**config.mk**
```make
export PLATFORM = sky130hd
export DESIGN_NAME = chm_front
export DESIGN_NICKNAME = d
export VERILOG_FILES = /design/src/hw/rtl/chm_pkg.sv /design/src/hw/rtl/chm_front.sv
export SDC_FILE = /design/constraint.sdc
export NUM_CORES = 1
export LEC_CHECK = 0
export ABC_AREA = 1
export BUFFER_PORTS_ARGS = -buffer_cell sky130_fd_sc_hd__buf_4
export CORE_AREA = 2 2 124 126
export DETAILED_ROUTE_END_ITERATION = 8
export DIE_AREA = 0 0 126 128
export GPL_TIMING_DRIVEN = 0
export RECOVER_POWER = 50
export SLEW_MARGIN = 10
export SYNTH_ARGS = -nofsm -noshare
export SYNTH_HDL_FRONTEND = slang
export SYNTH_SLANG_ARGS = --single-unit
```
**constraint.sdc**
```tcl
create_clock -name clk -period 9.9 [get_ports clk]
set_clock_uncertainty 0.05 [all_clocks]
set_input_delay 1.98 -clock clk [delete_from_list [all_inputs] [get_ports clk]]
set_output_delay 1.98 -clock clk [all_outputs]
set_load 0.02 [all_outputs]
```
**src/hw/rtl/chm_pkg.sv**
```systemverilog
// ----------------------------------------------------------------------------
// chm_pkg
// Shared sizes, command codes and the request type of the chained hash map.
// ----------------------------------------------------------------------------
package chm_pkg;

  localparam int BUCKETS    = 64;
  localparam int CAPACITY   = 256;
  localparam int KEY_BITS   = 32;
  localparam int VALUE_BITS = 32;

  localparam int BKT_W  = $clog2(BUCKETS);
  localparam int SLOT_W = $clog2(CAPACITY);
  localparam int CNT_W  = $clog2(CAPACITY + 1);

  // The free-slot search runs in two steps: first a group, then a bit in it.
  localparam int GRP_W     = 16;
  localparam int BIT_W     = $clog2(GRP_W);
  localparam int N_GRP     = (CAPACITY + GRP_W - 1) / GRP_W;
  localparam int GRP_IDX_W = (N_GRP > 1) ? $clog2(N_GRP) : 1;
  localparam int PAD_W     = N_GRP * GRP_W;

  localparam int QDEPTH = 2;

  typedef enum logic [1:0] {
    CMD_SET    = 2'd0,
    CMD_GET    = 2'd1,
    CMD_REMOVE = 2'd2,
    CMD_CLEAR  = 2'd3
  } cmd_t;

  typedef struct packed {
    cmd_t                  cmd;
    logic [KEY_BITS-1:0]   key;
    logic [VALUE_BITS-1:0] value;
    logic [BKT_W-1:0]      bucket;
  } req_t;

endpackage

```
**src/hw/rtl/chm_front.sv**
```systemverilog
// ----------------------------------------------------------------------------
// chm_front
// Accepts command transactions, derives the bucket and queues the requests.
// ----------------------------------------------------------------------------
module chm_front (
  input  logic                     clk,
  input  logic                     rst_n,
  input  logic                     in_valid,
  output logic                     in_stall,
  input  logic [1:0]               in_cmd,
  input  logic [31:0]              in_key,
  input  logic [31:0]              in_value,
  output chm_pkg::req_t            req,
  output logic                     req_valid,
  input  logic                     req_pop
);
  import chm_pkg::*;

  req_t             q_r [QDEPTH];
  logic             wr_ptr_r, rd_ptr_r;
  logic [1:0]       fill_r;
  logic [1:0]       fill_nxt;
  logic             push;
  req_t             new_req;

  assign in_stall  = (fill_r == 2'(QDEPTH));
  assign push      = in_valid && !in_stall;
  assign req_valid = (fill_r != 2'd0);
  assign req       = q_r[rd_ptr_r];

  always_comb begin
    new_req.cmd    = cmd_t'(in_cmd);
    new_req.key    = in_key[KEY_BITS-1:0];
    new_req.value  = in_value[VALUE_BITS-1:0];
    // The bucket count is a power of two, so the modulo is the low key bits.
    new_req.bucket = in_key[BKT_W-1:0];
  end

  always_comb begin
    fill_nxt = fill_r;
    if (push && !(req_pop && req_valid)) begin
      fill_nxt = fill_r + 2'd1;
    end else if (!push && req_pop && req_valid) begin
      fill_nxt = fill_r - 2'd1;
    end
  end

  always_ff @(posedge clk) begin
    if (push) begin
      q_r[wr_ptr_r] <= new_req;
    end
  end

  always_ff @(posedge clk) begin
    if (!rst_n) begin
      wr_ptr_r <= 1'b0;
      rd_ptr_r <= 1'b0;
      fill_r   <= 2'd0;
    end else begin
      fill_r <= fill_nxt;
      if (push) begin
        wr_ptr_r <= ~wr_ptr_r;
      end
      if (req_pop && req_valid) begin
        rd_ptr_r <= ~rd_ptr_r;
      end
    end
  end

  a_fill_bound: assert property (@(posedge clk) disable iff (!rst_n)
    fill_r <= 2'(QDEPTH)) else $error("queue fill above depth");

  a_pop_nonempty: assert property (@(posedge clk) disable iff (!rst_n)
    req_pop |-> req_valid) else $error("pop from an empty queue");

  a_ptr_fill: assert property (@(posedge clk) disable iff (!rst_n)
    (fill_r == 2'd1) |-> (wr_ptr_r != rd_ptr_r))
    else $error("queue pointers disagree with fill");

endmodule

```
Word-level counts from Yosys, hierarchy flattened. Memories as Yosys holds them, arrays and structs flattened. A register that Yosys moved wholly into a read port is not among the register bits. Index checks and enable logic that the tools add are counted. W data, S select, Z words.

$add $sub $neg: 2. Eq/ne operators: 1. Mux-type cells: 6. Bitwise operators: 2. Reductions and logical operators: 10.

Operators with widths (number): $logic_and A1 B1 Y1 (5); $mux W1 (4); $mux W2 (2); $reduce_bool A2 Y1 (2); $logic_not A1 Y1 (3); $add A2 B1 Y2 const B (1); $eq A2 B2 Y1 const B (1); $not A1 Y1 (2); $sub A2 B1 Y2 const B (1).

Flip-flop bits (word level): 4. Bits in writable memories: 144. Bits of input ports: 70. Word-level logic and storage cells: 25. Memories: 1.

Memory list: q_r (words 2, bits a word 72, read ports 1, clocked after memory_dff 1, wr ports 1, line chm_front.sv:19) `req_t q_r [QDEPTH];`.

Longest topological paths before layout. Gate-level depths: netlist of run 1.

Word-level depth: 8. Depth in mapped cells: 7. Mapped depth without buffers: 7.

Least setup slack after synthesis of run 1. No wires, ideal clock.

Kind: input-to-reg. Start: in in_valid. End: mem q_r[0][10] (netlist name), enable pin. Setup time: 0.491 ns. Arrival: 4.895 ns. Data required time: 9.359 ns. Path slack: 4.465 ns. Stages on the path: 2. Path through: nand2_1 -> nor2_1.

Cells in the longest elaborated chain, start to end: 3.

RTL lines: from (decl) (line chm_front.sv:8) `input logic in_valid,`; $logic_and A1 B1 Y1 (line chm_front.sv:27) `assign push = in_valid && !in_stall;`; $mux W1 (line chm_front.sv:49) `if (push) begin`; $mux W1 (implied by the code) (line chm_front.sv:50) `q_r[wr_ptr_r] <= new_req;`; to (decl) (line chm_front.sv:19).

Every way passes these cells.

Worst setup path after layout of run 1.
Start: in in_valid. End: mem q_r[0][56] (netlist name), enable pin.

Same word-level chain as after synthesis.

==> results.json, run 1 <==
{
  "synth_edf_count": 132,
  "drt-initial-drc-count": 126,
  "worst_pin_slew_ns": 1.53,
  "min_period_over_period_pct": 45.4,
  "ctsResizeCount": 0,
  "setup_viol": 0,
  "rows": 45,
  "dpl.hpwl_um": 6370,
  "fin_setup_tns_ns": 0,
  "cts_inserted_buffers": 17,
  "yosysWarnings": 0,
  "grt_max_degree": 29,
  "reg2reg_from": "fill_r[0]$_SDFFE_PN0P_",
  "slew_headroom_pct": -2.35,
  "cp_data_arrival_time_ns": 4.45,
  "route.detailed.drc": 0,
  "ant_nets": 0,
  "port_buffers": 143,
  "fill_cells": 1300,
  "fp.dieArea_um2": 16100,
  "synthTopCellsByArea": "edfxtp_1 76%, mux2_4 12%, mux2_2 5.6%",
  "antenna_found_initial": 0,
  "drive_gt1_share_pct": 56.0,
  "slew_viol_final": 41,
  "internal_power_mw": 1.17,
  "synth_common_cells": "132 x edfxtp_1, 40 x mux2_4, 26 x mux2_2",
  "crit_type": "in2reg",
  "hold_buffers": 0,
  "maxCapViolCount": 2,
  "critPathMaxFanout": 26,
  "async_flop_share_pct": 0,
  "min_period_ns": 4.49,
  "dominantRegCellSynth": "edfxtp_1",
  "cts_tree": "yes",
  "crit_path_end": "q_r[0][56]$_DFFE_PP_",
  "gr-usage-all-layers_pct": 11.7,
  "path_clk_slew_ns": 0.05,
  "cts_sinks": 137,
  "clock.fmax_mhz": 223,
  "clkPwrFrac_pct": 40.7,
  "syn_to_final_growth_pct": 36.5,
  "overflow": 0,
  "leakagePower_nw": 2.73,
  "yosysMostFrequentCell": "edfxtp_1",
  "multi_input_area_um2": 997,
  "io_pins": 144,
  "synth_fp_nets": 314,
  "worst-r2r-setup-slack_ns": 6.57,
  "p_comb_share_pct": 13.7,
  "rsz0062_at_grt": "false",
  "final_nets": 480,
  "cts-root-buf": "clkbuf_16",
  "synth_seq_area_share_pct": 78.3,
  "p_total_mw": 1.50,
  "routed_wl_um": 9260,
  "ys_seq_elements": 137,
  "coreArea_um2": 14900,
  "synthCells": 244,
  "worst_ir_drop_vdd_mv": 0.105,
  "vias": 2703,
  "r2r_cells": 5,
  "n_antenna_cell": 0,
  "viasPerCell": 4.42,
  "initial_utilization_pct": 34.9,
  "syn_area_um2": 5190,
  "violations": "max-capacitance violations, max-slew violations",
  "grt_pass1_wl_um": 14300,
  "p_per_area_nw_per_um2": 211,
  "grt_pass1_vias": 2871,
  "hold_viol_final": 0,
  "switching_power_mw": 0.328,
  "yosysUniqueCellTypes": 15,
  "yosys.area.top_type": "edfxtp_1",
  "htree_num_levels": 4,
  "post_cts_buffers": 0,
  "hold_class": "reg2reg",
  "routabilityCongestion": 0.715,
  "cp_slowest_stage_delay_ns": 1.18,
  "clk_latency_ns": 0.40,
  "yosys.area.top_type_share_pct": 76.4,
  "worstReg2RegEnd": "q_r[0][56]$_DFFE_PP_",
  "drt_first_pass_iters": 4,
  "wl_per_cell_um": 15.2,
  "worstPathCellList": "clkbuf_4, nand2_1, nor2_1, clkbuf_1",
  "crit_required_ns": 9.86,
  "seqCellArea_um2": 4060,
  "die_w_um": 126,
  "cp-start-kind": "primary input",
  "cp-startpoint": "in_valid",
  "swShare_pct": 21.9,
  "clock_path_buffers": 2,
  "die_y_um": 128,
  "status": "finished, violations left",
  "avgSynthCellArea_um2": 21.3,
  "utilization_pct": 47.7,
  "seq_power_share_pct": 45.7,
  "critPathCaptureType": "register",
  "cpMaxStageDelayCell": "clkbuf_1"
}
-- routing by layer --
metal / share of wire (%) / GRT usage, % / wire length (um)
met5: 0 / 0 / 0
met4: 1.7 / 5.62 / 155
met3: 7.2 / 5.18 / 670
met2: 49 / 19.3 / 4500
met1: 42 / 13.1 / 3930
-- cell usage in the layout (no fill, tap or decap) --
cell and instances:
nand3b_1 1, bufinv_16 3, a21oi_1 3, buf_4 81
clkinvlp_4 1, clkbuf_1 17, clkbuf_4 55, mux2_4 40
xor2_1 1, nand3_1 2, o21ai_0 2, mux2_2 26
buf_12 3, inv_1 5, nor2_1 6, clkbuf_16 17
buf_2 2, edfxtp_1 132, clkinv_1 3, clkinv_2 4
dfxtp_1 5, buf_6 5, buf_1 1, nand2_1 8
-- stage by stage --
step | instances | area, um^2 | setup slack (ns) | hold WS [ns]
2_1_floorplan | 244 | 5190 | 4.46 | 0.397
3_3_place_gp | 575 | 6500 | 2.65 | 0.409
3_5_place_dp | 579 | 6600 | 6.42 | 0.415
4_1_cts | 611 | 7160 | 6.02 | 0.423
5_1_grt | 611 | 7080 | 5.13 | 0.460
6_report | 611 | 7080 | 5.41 | 0.426
-- registers in the layout (all words and copies together) (netlist names), named ones only --
name	flops
fill_r	2
rd_ptr_r	1
q_r	132
wr_ptr_r	1
-- worst min-delay path by stage --
| stage | startpoint | end | slack (ns) | cells after the start |
|---|---|---|---|---|
| CTS | rd_ptr_r$_SDFFE_PN0P_ | rd_ptr_r$_SDFFE_PN0P_ | 0.42 | 2 |
| finish | rd_ptr_r$_SDFFE_PN0P_ | rd_ptr_r$_SDFFE_PN0P_ | 0.43 | 2 |
| global placement | rd_ptr_r$_SDFFE_PN0P_ | rd_ptr_r$_SDFFE_PN0P_ | 0.41 | 2 |
| detailed placement | rd_ptr_r$_SDFFE_PN0P_ | rd_ptr_r$_SDFFE_PN0P_ | 0.41 | 2 |
| global route | rd_ptr_r$_SDFFE_PN0P_ | rd_ptr_r$_SDFFE_PN0P_ | 0.46 | 2 |
| floorplan | rd_ptr_r$_SDFFE_PN0P_ | register | 0.40 | 2 |
-- worst max-delay path, delay by kind of cell --
family                 cells  cell delay (ns)
buffers and inverters      2             1.29
and+or+nand+nor            2             1.16
-- cell families after synthesis --
| logic type | Yosys count | share of synthesized area, % |
|---|---|---|
| AO/OA/AOI/OAI | 5 | 0.482 |
| XOR/XNOR | 1 | 0.169 |
| buffers and inverters | 18 | 2.51 |
| flip-flops | 137 | 78.3 |
| AND/OR/NAND/NOR | 17 | 1.35 |
| multiplexers | 66 | 17.2 |
-- power by group through the flow --
| stage | combinational, mW | sequential (mW) | clock [mW] |
|---|---|---|---|
| final | 0.204 | 0.683 | 0.608 |
| after global placement | 0.205 | 0.699 | 0 |
| after global routing | 0.218 | 0.687 | 0.650 |
| after floorplan | 0.120 | 0.696 | 0 |
| after detailed placement | 0.214 | 0.695 | 0 |
| after CTS | 0.214 | 0.683 | 0.629 |
-- layout make-up --
| cell class | count | area share, % |
|---|---|---|
| Clock inverter | 11 | 1.82 |
| Sequential cell | 137 | 57.4 |
| Tap cell | 188 | 3.32 |
| Inverter | 5 | 0.265 |
| Clock buffer | 21 | 6.22 |
| Buffer | 13 | 1.57 |
| Timing Repair Buffer | 147 | 15.4 |
| Multi-Input combinational cell | 89 | 14.1 |
(Power assumes the default switching activity.)
==> run 2, diff against run 1 <==
Clock period 9.9 ns to 4.6 ns, I/O delays scaled along.
==> run 2 against run 1 <==
The run still ends with max-capacitance violations, max-slew violations left. Clock power is 120% higher. Die area is the same. Worst setup slack got worse by 4.2 ns. Cell count unchanged. Critical path type unchanged. Critical endpoint unchanged. Largest power group unchanged.
==> results.json, run 2 (synthesized netlist as in run 1, its figures left out) <==
{
  "worstPathCellList": "clkbuf_4, nand2_1, nor2_1, clkbuf_1",
  "maxCapViolCount": 2,
  "cts_tree": "yes",
  "violations": "max-capacitance violations, max-slew violations",
  "routed_wl_um": 9260,
  "final_nets": 480,
  "cp_data_arrival_time_ns": 3.39,
  "viasPerCell": 4.41,
  "coreArea_um2": 14900,
  "ant_nets": 0,
  "rows": 45,
  "final_cell_mix": "132 x edfxtp_1, 82 x buf_4, 55 x clkbuf_4",
  "syn_to_final_growth_pct": 36.5,
  "worst_pin_slew_ns": 1.53,
  "overflow": 0,
  "final_common_cell": "edfxtp_1",
  "fp.dieArea_um2": 16100,
  "placed_area_um2": 6600,
  "largest_reg_flops": 132,
  "worst_slack_ns": 1.17,
  "hold_class": "reg2reg",
  "status": "finished, violations left",
  "min_period_over_period_pct": 74.6,
  "min_to": "rd_ptr_r$_SDFFE_PN0P_",
  "die_y_um": 128,
  "clk_latency_ns": 0.40,
  "slew_viol_final": 41,
  "drive_gt1_share_pct": 56.3,
  "slew_headroom_pct": -2.35,
  "dpl.hpwl_um": 6370,
  "critPathMaxFanout": 26,
  "crit_type": "in2reg",
  "place_worst_setup_slack_ns": 2.18,
  "route.detailed.drc": 0,
  "routabilityCongestion": 0.715,
  "gr-usage-all-layers_pct": 11.7,
  "htree_num_levels": 4,
  "grt_pass1_wl_um": 14300,
  "n_antenna_cell": 0,
  "cp-start-kind": "primary input",
  "io_pins": 144,
  "reg.largest.list": "q_r: 132 flops, fill_r: 2 flops",
  "top_register": "q_r",
  "post_cts_buffers": 0,
  "worst-r2r-setup-slack_ns": 1.27,
  "drt_first_pass_iters": 4,
  "drt-initial-drc-count": 126,
  "rsz0062_at_grt": "false",
  "reg2reg_from": "fill_r[0]$_SDFFE_PN0P_",
  "wl_per_cell_um": 15.2,
  "ctsResizeCount": 0,
  "worst_ir_drop_vdd_mv": 0.226,
  "cpMaxStageDelayCell": "clkbuf_1",
  "min_path_cells": 2,
  "setup_viol": 0,
  "hold_viol_final": 0,
  "leakagePower_nw": 2.74,
  "path_clk_slew_ns": 0.05,
  "cts_inserted_buffers": 17,
  "cts-root-buf": "clkbuf_16",
  "port_buffers": 143,
  "r2r_cells": 5,
  "worstHoldStart": "rd_ptr_r$_SDFFE_PN0P_",
  "clock.fmax_mhz": 291,
  "hold_buffers": 0,
  "clock_path_buffers": 2,
  "worstReg2RegEnd": "q_r[0][56]$_DFFE_PP_",
  "final_cell_area_um2": 7090,
  "grt_pass1_vias": 2871,
  "cp_slowest_stage_delay_ns": 1.18,
  "min_period_ns": 3.43,
  "cts_sinks": 137,
  "crit_required_ns": 4.56,
  "vias": 2697,
  "p_per_area_nw_per_um2": 454,
  "initial_utilization_pct": 34.9,
  "p_total_mw": 3.22,
  "critPathCaptureType": "register",
  "die_w_um": 126,
  "grt_max_degree": 29,
  "antenna_found_initial": 0
}
==> run 2: worst max-delay path by stage <==
stage          slack [ns]  cells past startpoint  startpoint                   end
6_report             1.17                      4    in_valid  q_r[0][56]$_DFFE_PP_
5_1_grt              0.89                      4    in_valid  q_r[0][56]$_DFFE_PP_
4_1_cts              1.78                      5    register               req[39]
3_5_place_dp         2.18                      4    in_valid  q_r[1][20]$_DFFE_PP_
3_3_place_gp        -1.59                      3    in_valid   q_r[1][8]$_DFFE_PP_
2_1_floorplan        0.22                      2    in_valid  q_r[0][10]$_DFFE_PP_
==> run 2: critical path: cells and delay by family <==
family | cells | cell delay, ns
buf+inv | 2 | 1.29
simple gates | 2 | 1.16
==> run 2: through the flow <==
stage	cells	util, %	hold WS [ns]	TNS, ns
6_report	611	47.7	0.426	0
5_1_grt	611	47.7	0.460	0
3_5_place_dp	579	44.4	0.415	0
2_1_floorplan	244	-	0.397	0
3_3_place_gp	575	43.7	0.409	-209.86
4_1_cts	611	48.2	0.423	0
==> run 2: power by group <==
part	internal (mW)	switching, mW	total (mW)
clock	0.842	0.468	1.31
combinational	0.219	0.222	0.441
sequential	1.45	0.0167	1.47
total	2.51	0.706	3.22
==> run 2: per-layer routing <==
layer / vias up / global-route usage (%) / share of wire, %
met5: - / 0 / 0
met4: 0 / 5.62 / 1.7
met3: 13 / 5.18 / 7.2
met2: 98 / 19.3 / 49
met1: 1317 / 13.1 / 42
li1: 1269 / - / -
==> run 2: cell type report <==
type	count	area, um^2
plain buffers	13	111
clock buffers	21	440
clock inverters	11	129
fillers	1299	7780
inverters	5	18.8
multi-input cells	89	997
flip-flops and latches	137	4060
well taps	188	235
repair buffers	147	1090
